`src/hw/rtl/rbr_pkg.sv`:
```
package rbr_pkg;

   // Default framebuffer geometry in pixels.
   localparam int FB_WIDTH_DEF  = 1920;
   localparam int FB_HEIGHT_DEF = 1080;

   // Field widths.
   localparam int COORD_W   = 13;
   localparam int RADIUS_W  = 12;
   localparam int COLOR_W   = 32;
   localparam int OFFSET_W  = 23;
   localparam int DIST_W    = 14;
   localparam int REQ_W     = 8;
   localparam int RSP_W     = 56;
   localparam int CSR_IDX_W = 3;
   localparam int CSR_DAT_W = 32;

   // Configuration register indexes.
   typedef enum logic [CSR_IDX_W-1:0] {
      CSR_RECT_X        = 3'd0,
      CSR_RECT_Y        = 3'd1,
      CSR_RECT_WIDTH    = 3'd2,
      CSR_RECT_HEIGHT   = 3'd3,
      CSR_BORDER_WIDTH  = 3'd4,
      CSR_CORNER_RADIUS = 3'd5,
      CSR_BORDER_COLOR  = 3'd6,
      CSR_SHAPE_MODE    = 3'd7
   } csr_index_type;

   // Shape mode codes.
   localparam logic SHAPE_SQUARE  = 1'b0;
   localparam logic SHAPE_ROUNDED = 1'b1;

endpackage

```
`src/hw/rtl/rect_border_rasterizer.sv`:
```
// Channel | Dir | Ports                          | Contents
// req     | in  | req_tvalid/tready/tdata[7:0]   | start_req
// rsp     | out | rsp_tvalid/tready/tdata[55:0]  | byte_offset, pixel_value
//         |     | rsp_tuser[0], rsp_tlast        | write_enable, scan_done
// csr     | in  | csr_valid/ready/index/data     | register writes, always ready
//
// One position is accepted per clock while the output side is not stalled. Each
// transfer passes through four register stages (input, corner distances, squares,
// result) in that order.
// Each stage holds its data while the stage after it is full and stalled.
// Reset is synchronous and clears the scan position and all stage valid bits.
module rect_border_rasterizer #(
   parameter int FB_WIDTH  = rbr_pkg::FB_WIDTH_DEF,
   parameter int FB_HEIGHT = rbr_pkg::FB_HEIGHT_DEF
) (
   input  logic                            clock,
   input  logic                            reset,
   input  logic                            req_tvalid,
   output logic                            req_tready,
   input  logic [rbr_pkg::REQ_W-1:0]       req_tdata,   // [0] start_req, rest zero
   output logic                            rsp_tvalid,
   input  logic                            rsp_tready,
   output logic [rbr_pkg::RSP_W-1:0]       rsp_tdata,   // [22:0] byte_offset,
                                                        // [54:23] pixel_value, [55] zero
   output logic                            rsp_tuser,   // [0] write_enable
   output logic                            rsp_tlast,   // scan_done
   input  logic                            csr_valid,
   output logic                            csr_ready,
   input  logic [rbr_pkg::CSR_IDX_W-1:0]   csr_index,
   input  logic [rbr_pkg::CSR_DAT_W-1:0]   csr_data
);

   localparam int CW = rbr_pkg::COORD_W;
   localparam int DW = rbr_pkg::DIST_W;
   localparam int RW = rbr_pkg::RADIUS_W;

   // Configuration registers.
   logic signed [CW-1:0]         rect_x_ff, rect_y_ff;
   logic [CW-1:0]                rect_w_ff, rect_h_ff, border_w_ff;
   logic [RW-1:0]                radius_ff;
   logic [rbr_pkg::COLOR_W-1:0]  color_ff;
   logic                         mode_ff;

   // Scan position.
   logic [CW-1:0] row_ff, row_in, col_ff, col_in;
   logic          scanning_ff, scanning_in;

   // Stage valid bits and handshake.
   logic v1_ff, v2_ff, v3_ff, vo_ff;
   logic rdy3, rdy2, rdy1;
   logic req_xfer;

   // Stage 1 payload.
   logic          act1_ff, done1_ff;
   logic [CW-1:0] row1_ff, col1_ff;
   logic          act1_in, done1_in;
   logic [CW-1:0] row1_in, col1_in;

   // Stage 2 payload.
   logic          act2_ff, done2_ff, sq2_ff, kv2_ff;
   logic [DW-1:0] dx2_ff, dy2_ff;
   logic [12:0]   up2_ff;
   logic [11:0]   k2_ff, px2_ff, py2_ff;
   logic          act2_in, sq2_in, kv2_in;
   logic [DW-1:0] dx2_in, dy2_in;
   logic [12:0]   up2_in;
   logic [11:0]   k2_in, px2_in, py2_in;

   // Stage 3 payload.
   logic          act3_ff, done3_ff, sq3_ff, kv3_ff;
   logic [27:0]   dxx3_ff, dyy3_ff;
   logic [25:0]   upp3_ff;
   logic [23:0]   kk3_ff;
   logic [11:0]   px3_ff;
   logic [24:0]   pyw3_ff;

   // Result register.
   logic                          we_ff, done_ff;
   logic [rbr_pkg::OFFSET_W-1:0]  off_ff;
   logic [rbr_pkg::COLOR_W-1:0]   pix_ff;
   logic                          we_in;
   logic [rbr_pkg::OFFSET_W-1:0]  off_in;

   // Distance from a position into the corner band of one axis.
   function automatic logic [DW-1:0] corner_dist(input logic [CW-1:0] p,
                                                 input logic [CW-1:0] size,
                                                 input logic [RW-1:0] r);
      logic [DW-1:0] p14, r14, s14, d;
      p14 = {1'b0, p};
      r14 = {2'b00, r};
      s14 = {1'b0, size};
      if (p14 < r14) begin
         d = r14 - p14;
      end else if (p14 + r14 >= s14) begin
         d = p14 + r14 + 14'd1 - s14;
      end else begin
         d = '0;
      end
      return d;
   endfunction

   // Configuration writes.
   assign csr_ready = 1'b1;

   always_ff @(posedge clock) begin
      if (reset) begin
         rect_x_ff   <= '0;
         rect_y_ff   <= '0;
         rect_w_ff   <= '0;
         rect_h_ff   <= '0;
         border_w_ff <= 13'd1;
         radius_ff   <= '0;
         color_ff    <= '0;
         mode_ff     <= rbr_pkg::SHAPE_SQUARE;
      end else if (csr_valid && csr_ready) begin
         case (rbr_pkg::csr_index_type'(csr_index))
            rbr_pkg::CSR_RECT_X:        rect_x_ff   <= csr_data[CW-1:0];
            rbr_pkg::CSR_RECT_Y:        rect_y_ff   <= csr_data[CW-1:0];
            rbr_pkg::CSR_RECT_WIDTH:    rect_w_ff   <= csr_data[CW-1:0];
            rbr_pkg::CSR_RECT_HEIGHT:   rect_h_ff   <= csr_data[CW-1:0];
            rbr_pkg::CSR_BORDER_WIDTH:  border_w_ff <= csr_data[CW-1:0];
            rbr_pkg::CSR_CORNER_RADIUS: radius_ff   <= csr_data[RW-1:0];
            rbr_pkg::CSR_BORDER_COLOR:  color_ff    <= csr_data;
            rbr_pkg::CSR_SHAPE_MODE:    mode_ff     <= csr_data[0];
            default: ;
         endcase
      end
   end

   // Each stage moves on when the stage after it is empty or moving.
   assign rdy3       = !vo_ff || rsp_tready;
   assign rdy2       = !v3_ff || rdy3;
   assign rdy1       = !v2_ff || rdy2;
   assign req_tready = !v1_ff || rdy1;
   assign req_xfer   = req_tvalid && req_tready;

   // Scan sequencing on each accepted transfer.
   always_comb begin
      logic          start, empty, scan_now, col_end, last;
      logic [CW-1:0] cur_row, cur_col;
      start    = req_tdata[0];
      empty    = (rect_w_ff == '0) || (rect_h_ff == '0);
      cur_row  = start ? '0 : row_ff;
      cur_col  = start ? '0 : col_ff;
      scan_now = start ? !empty : scanning_ff;
      col_end  = ({1'b0, cur_col} + 14'd1) >= {1'b0, rect_w_ff};
      last     = col_end && (({1'b0, cur_row} + 14'd1) >= {1'b0, rect_h_ff});

      act1_in     = scan_now;
      done1_in    = scan_now ? last : (start && empty);
      row1_in     = cur_row;
      col1_in     = cur_col;
      row_in      = cur_row;
      col_in      = cur_col;
      scanning_in = scan_now;
      if (scan_now) begin
         if (last) begin
            scanning_in = 1'b0;
            row_in      = '0;
            col_in      = '0;
         end else if (col_end) begin
            col_in = '0;
            row_in = cur_row + 13'd1;
         end else begin
            col_in = cur_col + 13'd1;
         end
      end
   end

   always_ff @(posedge clock) begin
      if (reset) begin
         row_ff      <= '0;
         col_ff      <= '0;
         scanning_ff <= 1'b0;
      end else if (req_xfer) begin
         row_ff      <= row_in;
         col_ff      <= col_in;
         scanning_ff <= scanning_in;
      end
   end

   // Stage 2 logic: edge test, corner distances, radius bounds and clipping.
   always_comb begin
      logic                in_range, clip_ok;
      logic signed [14:0]  px, py;
      logic [12:0]         two_r;
      logic [DW-1:0]       knum;
      in_range = (row1_ff < rect_h_ff) && (col1_ff < rect_w_ff);
      sq2_in   = (row1_ff < border_w_ff)
              || (({1'b0, row1_ff} + {1'b0, border_w_ff}) >= {1'b0, rect_h_ff})
              || (col1_ff < border_w_ff)
              || (({1'b0, col1_ff} + {1'b0, border_w_ff}) >= {1'b0, rect_w_ff});
      dx2_in   = corner_dist(col1_ff, rect_w_ff, radius_ff);
      dy2_in   = corner_dist(row1_ff, rect_h_ff, radius_ff);
      up2_in   = {1'b0, radius_ff} + 13'd1;
      two_r    = {radius_ff, 1'b0};
      kv2_in   = two_r > border_w_ff;
      knum     = {1'b0, two_r} - {1'b0, border_w_ff} + 14'd1;
      k2_in    = knum[12:1];
      px       = 15'(rect_x_ff) + $signed({2'b00, col1_ff});
      py       = 15'(rect_y_ff) + $signed({2'b00, row1_ff});
      clip_ok  = !px[14] && (px[13:0] < 14'(FB_WIDTH))
              && !py[14] && (py[13:0] < 14'(FB_HEIGHT));
      px2_in   = px[11:0];
      py2_in   = py[11:0];
      act2_in  = act1_ff && in_range && clip_ok;
   end

   // Result logic: exact squared-distance tests and the framebuffer offset.
   always_comb begin
      logic [28:0] s;
      logic        rnd, draw;
      logic [24:0] idx;
      s     = {1'b0, dxx3_ff} + {1'b0, dyy3_ff};
      rnd   = (s < {3'b000, upp3_ff}) && !(kv3_ff && (s < {5'b00000, kk3_ff}));
      draw  = (mode_ff == rbr_pkg::SHAPE_ROUNDED) ? rnd : sq3_ff;
      we_in = act3_ff && draw;
      idx   = pyw3_ff + {13'd0, px3_ff};
      off_in = we_in ? {idx[20:0], 2'b00} : '0;
   end

   // Stage valid bits.
   always_ff @(posedge clock) begin
      if (reset) begin
         v1_ff <= 1'b0;
         v2_ff <= 1'b0;
         v3_ff <= 1'b0;
         vo_ff <= 1'b0;
      end else begin
         if (req_tready) v1_ff <= req_xfer;
         if (rdy1)       v2_ff <= v1_ff;
         if (rdy2)       v3_ff <= v2_ff;
         if (rdy3)       vo_ff <= v3_ff;
      end
   end

   // Stage payloads.
   always_ff @(posedge clock) begin
      if (req_xfer) begin
         act1_ff  <= act1_in;
         done1_ff <= done1_in;
         row1_ff  <= row1_in;
         col1_ff  <= col1_in;
      end
      if (rdy1 && v1_ff) begin
         act2_ff  <= act2_in;
         done2_ff <= done1_ff;
         sq2_ff   <= sq2_in;
         kv2_ff   <= kv2_in;
         dx2_ff   <= dx2_in;
         dy2_ff   <= dy2_in;
         up2_ff   <= up2_in;
         k2_ff    <= k2_in;
         px2_ff   <= px2_in;
         py2_ff   <= py2_in;
      end
      if (rdy2 && v2_ff) begin
         act3_ff  <= act2_ff;
         done3_ff <= done2_ff;
         sq3_ff   <= sq2_ff;
         kv3_ff   <= kv2_ff;
         dxx3_ff  <= 28'(dx2_ff) * 28'(dx2_ff);
         dyy3_ff  <= 28'(dy2_ff) * 28'(dy2_ff);
         upp3_ff  <= 26'(up2_ff) * 26'(up2_ff);
         kk3_ff   <= 24'(k2_ff) * 24'(k2_ff);
         px3_ff   <= px2_ff;
         pyw3_ff  <= 25'(py2_ff) * 25'(FB_WIDTH);
      end
      if (rdy3 && v3_ff) begin
         we_ff   <= we_in;
         done_ff <= done3_ff;
         off_ff  <= off_in;
         pix_ff  <= we_in ? color_ff : '0;
      end
   end

   // Result channel.
   assign rsp_tvalid = vo_ff;
   assign rsp_tdata  = {1'b0, pix_ff, off_ff};
   assign rsp_tuser  = we_ff;
   assign rsp_tlast  = done_ff;

   // An idle scanner always sits at the top-left.
   a_idle_origin : assert property (@(posedge clock) disable iff (reset)
      !scanning_ff |-> (row_ff == '0) && (col_ff == '0))
      else $error("idle scanner not at origin");

   // A result without a write carries no offset and no color.
   a_quiet_result : assert property (@(posedge clock) disable iff (reset)
      (rsp_tvalid && !rsp_tuser) |-> (rsp_tdata == '0))
      else $error("non-writing result carries data");

   // An accepted transfer always lands in the input stage.
   a_input_capture : assert property (@(posedge clock) disable iff (reset)
      req_xfer |=> v1_ff)
      else $error("accepted transfer lost");

endmodule

```
`config.mk`:
```
export PLATFORM = sky130hd
export DESIGN_NAME = rect_border_rasterizer
export DESIGN_NICKNAME = d
export VERILOG_FILES = /design/src/hw/rtl/rbr_pkg.sv /design/src/hw/rtl/rect_border_rasterizer.sv
export SDC_FILE = /design/constraint.sdc
export NUM_CORES = 2
export LEC_CHECK = 0
export ABC_AREA = 1
export CAP_MARGIN = 20
export CORE_MARGIN = 1
export CORE_UTILIZATION = 53
export CTS_CLUSTER_DIAMETER = 150
export DETAILED_ROUTE_END_ITERATION = 12
export DONT_BUFFER_PORTS = 1
export PLACE_DENSITY = 0.68
export SETUP_SLACK_MARGIN = 0.02
export SLEW_MARGIN = 0
export SYNTH_ARGS = -nofsm -noshare
export SYNTH_HDL_FRONTEND = slang
export SYNTH_SLANG_ARGS = --single-unit
```
`constraint.sdc`:
```
create_clock -name clock -period 6.4 [get_ports clock]
set_clock_uncertainty 0.05 [all_clocks]
set_input_delay 1.6 -clock clock [delete_from_list [all_inputs] [get_ports clock]]
set_output_delay 1.6 -clock clock [all_outputs]
set_load 0.02 [all_outputs]
```
==> out/results.txt <==
Status - completed
Via count - 38,270
H-tree depth reported by CTS - 2
Ys flop type - edfxtp_1
Final setup fails - 0
YS warnings - 0
GPL Wtd Cong - 0.9363
Synth Instances - 6,036
F_max - 166.1 MHz
Yosys reg bits - 437
First-pass GRT wire length - 195,200 um
Row cnt - 112
Simple-Gate Fraction of Synth Area - 0.1516
R2R Path End - dxx3_ff[22]$_DFFE_PP_
First-pass DRT Iterations - 8
WL final - 120,500 um
# Max-Cap Violations - 0
Synth top area cells - fa_1 18%, edfxtp_1 18%, ha_1 17%
Vias per inst - 5.224
Global route total overflow - 0
Worst Path Required - 6.69 ns
Die ar. - 95,320 um2
Initial antenna violation count - 1
Share of cells above drive strength 1 - 0.04068
Critical-path top delay cell - fa_1
Final hold violation count - 0
Critical path class - flip-flop to flip-flop
Synth unique cells - 58
Routed len/inst - 16.44 um
Synth Area in Compound Gates - 0.09196
CP peak stage delay - 0.54 ns
RSZ-0062 raised after global routing - false
Asr flop ratio synth - 0
Fin crit period - 6.022 ns
Io pins - 109
Leading area contributor after synthesis - fa_1
Design area - 53,190 um2
DP Area - 51,310 um2
Avg Cell Area, Syn - 8.261 um2
R2R depth - 27
Hold endpoint - px3_ff[3]$_DFFE_PP_
Syn-to-layout area delta - 6.667%
TNS Setup - 0 ns
Adder-cell share of the synthesized area - 0.3547
Worst r2r src - dx2_ff[4]$_DFFE_PP_
Largest family of logic cells by synthesized area - adder cells
Core Box Area - 93,190 um2
Max_slew headroom - 0.3269
CTS tree - built
Clock buffer depth - 3
Pin count of the biggest net entering global routing - 97
Clock transition at path regs - 0.06 ns
Hold Path Origin - px2_ff[3]$_DFFE_PP_
Post-Syn Area - 49,870 um2
Worst setup EP type - flip-flop
Vias in the first global route - 38,270
DRC Markers - 0
ANT nets after route - 0
Max Slew Vio Count - 0
CTS sink cnt - 437
Seq/Total Area, Yosys - 0.2349
Cts bufs inserted - 52
Post-CTS Hold Buffers - 0
Post-CTS Setup Repair Bufs - 0
Post_cts resized - 0
Total Routing Usage GR - 0.2587
Port Buf Inserts - 0
DR iter-0 viols - 2,305
Worst slew pin tran - 1.010 ns
Synth Area in XOR/XNOR - 0.05058
Yosys top cell area share - 0.1819
Tcrit/Tclk final - 0.9409
Peak fanout along the critical path - 10
Nets - 7,218
DP Wirelength - 96,880 um
Crit start category - flip-flop
CP arrival - 6.31 ns
Critical Path Most Common Cell - inv_1
EDFF count, synth - 296
Die W - 308.7 um
Die height - 308.7 um
Hold path cells - 0
Skew-Pair Late Insertion Delay - 0.65 ns
Hold WC Path Type - flip-flop to flip-flop
Root buf cell - clkbuf_16
Initial core utilization - 0.5351
Mux cell area share after synthesis - 0.0006775
R2r setup slk - 0.38 ns
-- sequential cells by signal (all words and copies together), names as in the netlist, 13 cells and up --
signal and count:
dx2_ff 14, dxx3_ff 27, dy2_ff 14, col1_ff 13, row_ff 13, row1_ff 13, col_ff 13, rect_y_ff 13
border_w_ff 13, kk3_ff 23, rect_x_ff 13, pyw3_ff 14, up2_ff 13, upp3_ff 25, rect_h_ff 13, pix_ff 32
off_ff 21, rect_w_ff 13, dyy3_ff 27, color_ff 32
-- stage by stage --
stage | std cells | hold slack [ns] | setup WS, ns | utilization
after CTS | 7319 | 0.3718 | 0.1600 | 0.5700
after floorplan | 6039 | 0.3503 | 0.6926 | -
final | 7327 | 0.3705 | 0.3779 | 0.5708
after global routing | 7326 | 0.3760 | 0.03195 | 0.5707
after global placement | 7221 | 0.3521 | 0.2840 | 0.5506
after detailed placement | 7221 | 0.3545 | 0.2575 | 0.5506
-- worst max-delay path by stage --
stage / slack, ns / end / start / cells after the start
floorplan: 0.69 / dxx3_ff[22]$_DFFE_PP_ / dx2_ff[7]$_DFFE_PP_ / 23
global placement: 0.28 / dxx3_ff[22]$_DFFE_PP_ / dx2_ff[5]$_DFFE_PP_ / 22
detailed placement: 0.26 / dxx3_ff[22]$_DFFE_PP_ / dx2_ff[5]$_DFFE_PP_ / 22
CTS: 0.16 / dxx3_ff[22]$_DFFE_PP_ / dx2_ff[5]$_DFFE_PP_ / 22
global route: 0.03 / dxx3_ff[22]$_DFFE_PP_ / dx2_ff[4]$_DFFE_PP_ / 23
finish: 0.38 / dxx3_ff[22]$_DFFE_PP_ / dx2_ff[4]$_DFFE_PP_ / 27
-- routing by layer --
layer | track usage | wire length, um | vias up
li1 | - | - | 19010
met1 | 0.3296 | 51260 | 18180
met2 | 0.4473 | 57980 | 892
met3 | 0.03569 | 6922 | 193
met4 | 0.09302 | 4323 | 0
met5 | 0 | 0 | -
-- Yosys cell counts (12+ instances only) --
cell / number
inv_1: 1375
nand2_1: 1046
ha_1: 689
fa_1: 453
a21oi_1: 411
nor2_1: 374
edfxtp_1: 296
o21ai_0: 275
xor2_1: 211
nand3_1: 171
dfxtp_1: 141
clkbuf_1: 95
xnor2_1: 77
nor3_1: 54
nor2_2: 51
nand4_1: 44
o21bai_1: 36
nor4_1: 26
a31oi_1: 20
a21o_1: 19
buf_2: 14
o21ai_1: 12
or2_2: 12
-- cell families after synthesis --
group | count (synthesis)
AO/OA/AOI/OAI | 842
XOR/XNOR | 288
adder cells (fa/ha/maj) | 1142
buffers and inverters | 1510
flip-flops | 437
multiplexers | 3
other | 2
AND/OR/NAND/NOR | 1812
-- worst max-delay path, delay by kind of cell, from the launching register on --
family                   cells  cell delay [ns]
AO/OA/AOI/OAI                6             0.99
XOR/XNOR                     2             0.32
adder cells (fa/ha/maj)      7             3.00
buffers and inverters        9             0.72
flip-flops                   1             0.41
AND/OR/NAND/NOR              3             0.20
-- layout make-up --
cell class,instances,area [um2]
Clock inverter,27,281.5
Clock buffer,71,1529
Sequential cell,437,11710
Timing Repair Buffer,59,467.9
Fill cell,8591,40000
Multi-Input combinational cell,4092,32420
Antenna cell,1,2.502
Inverter,1386,5209
Tap cell,1254,1569
-- cell usage in the layout, fill, tap and decap left out, types with 6 or more instances in the layout --
cell	instances
a31oi_1	20
a21oi_1	411
or2_2	12
o21bai_1	36
o211ai_1	9
o21ai_1	13
a21o_1	19
xnor2_1	77
buf_4	57
clkbuf_1	9
ha_1	689
a211oi_1	8
nand3_1	171
inv_2	10
nor4_1	26
nand4_1	44
fa_1	453
clkinv_1	8
inv_1	1372
clkbuf_16	57
nand3b_1	8
a21boi_0	6
edfxtp_1	296
nor2_1	373
nor2_2	50
o21a_1	9
xor2_1	211
dfxtp_1	141
o31ai_1	6
o21ai_0	274
clkinv_2	10
o2111ai_1	8
nand2_1	1046
nand2_2	6
nor3_1	54
Power is left out: the tool's default activity adds up to more than one toggle a clock period on the data nets, which glitch-free logic cannot reach.
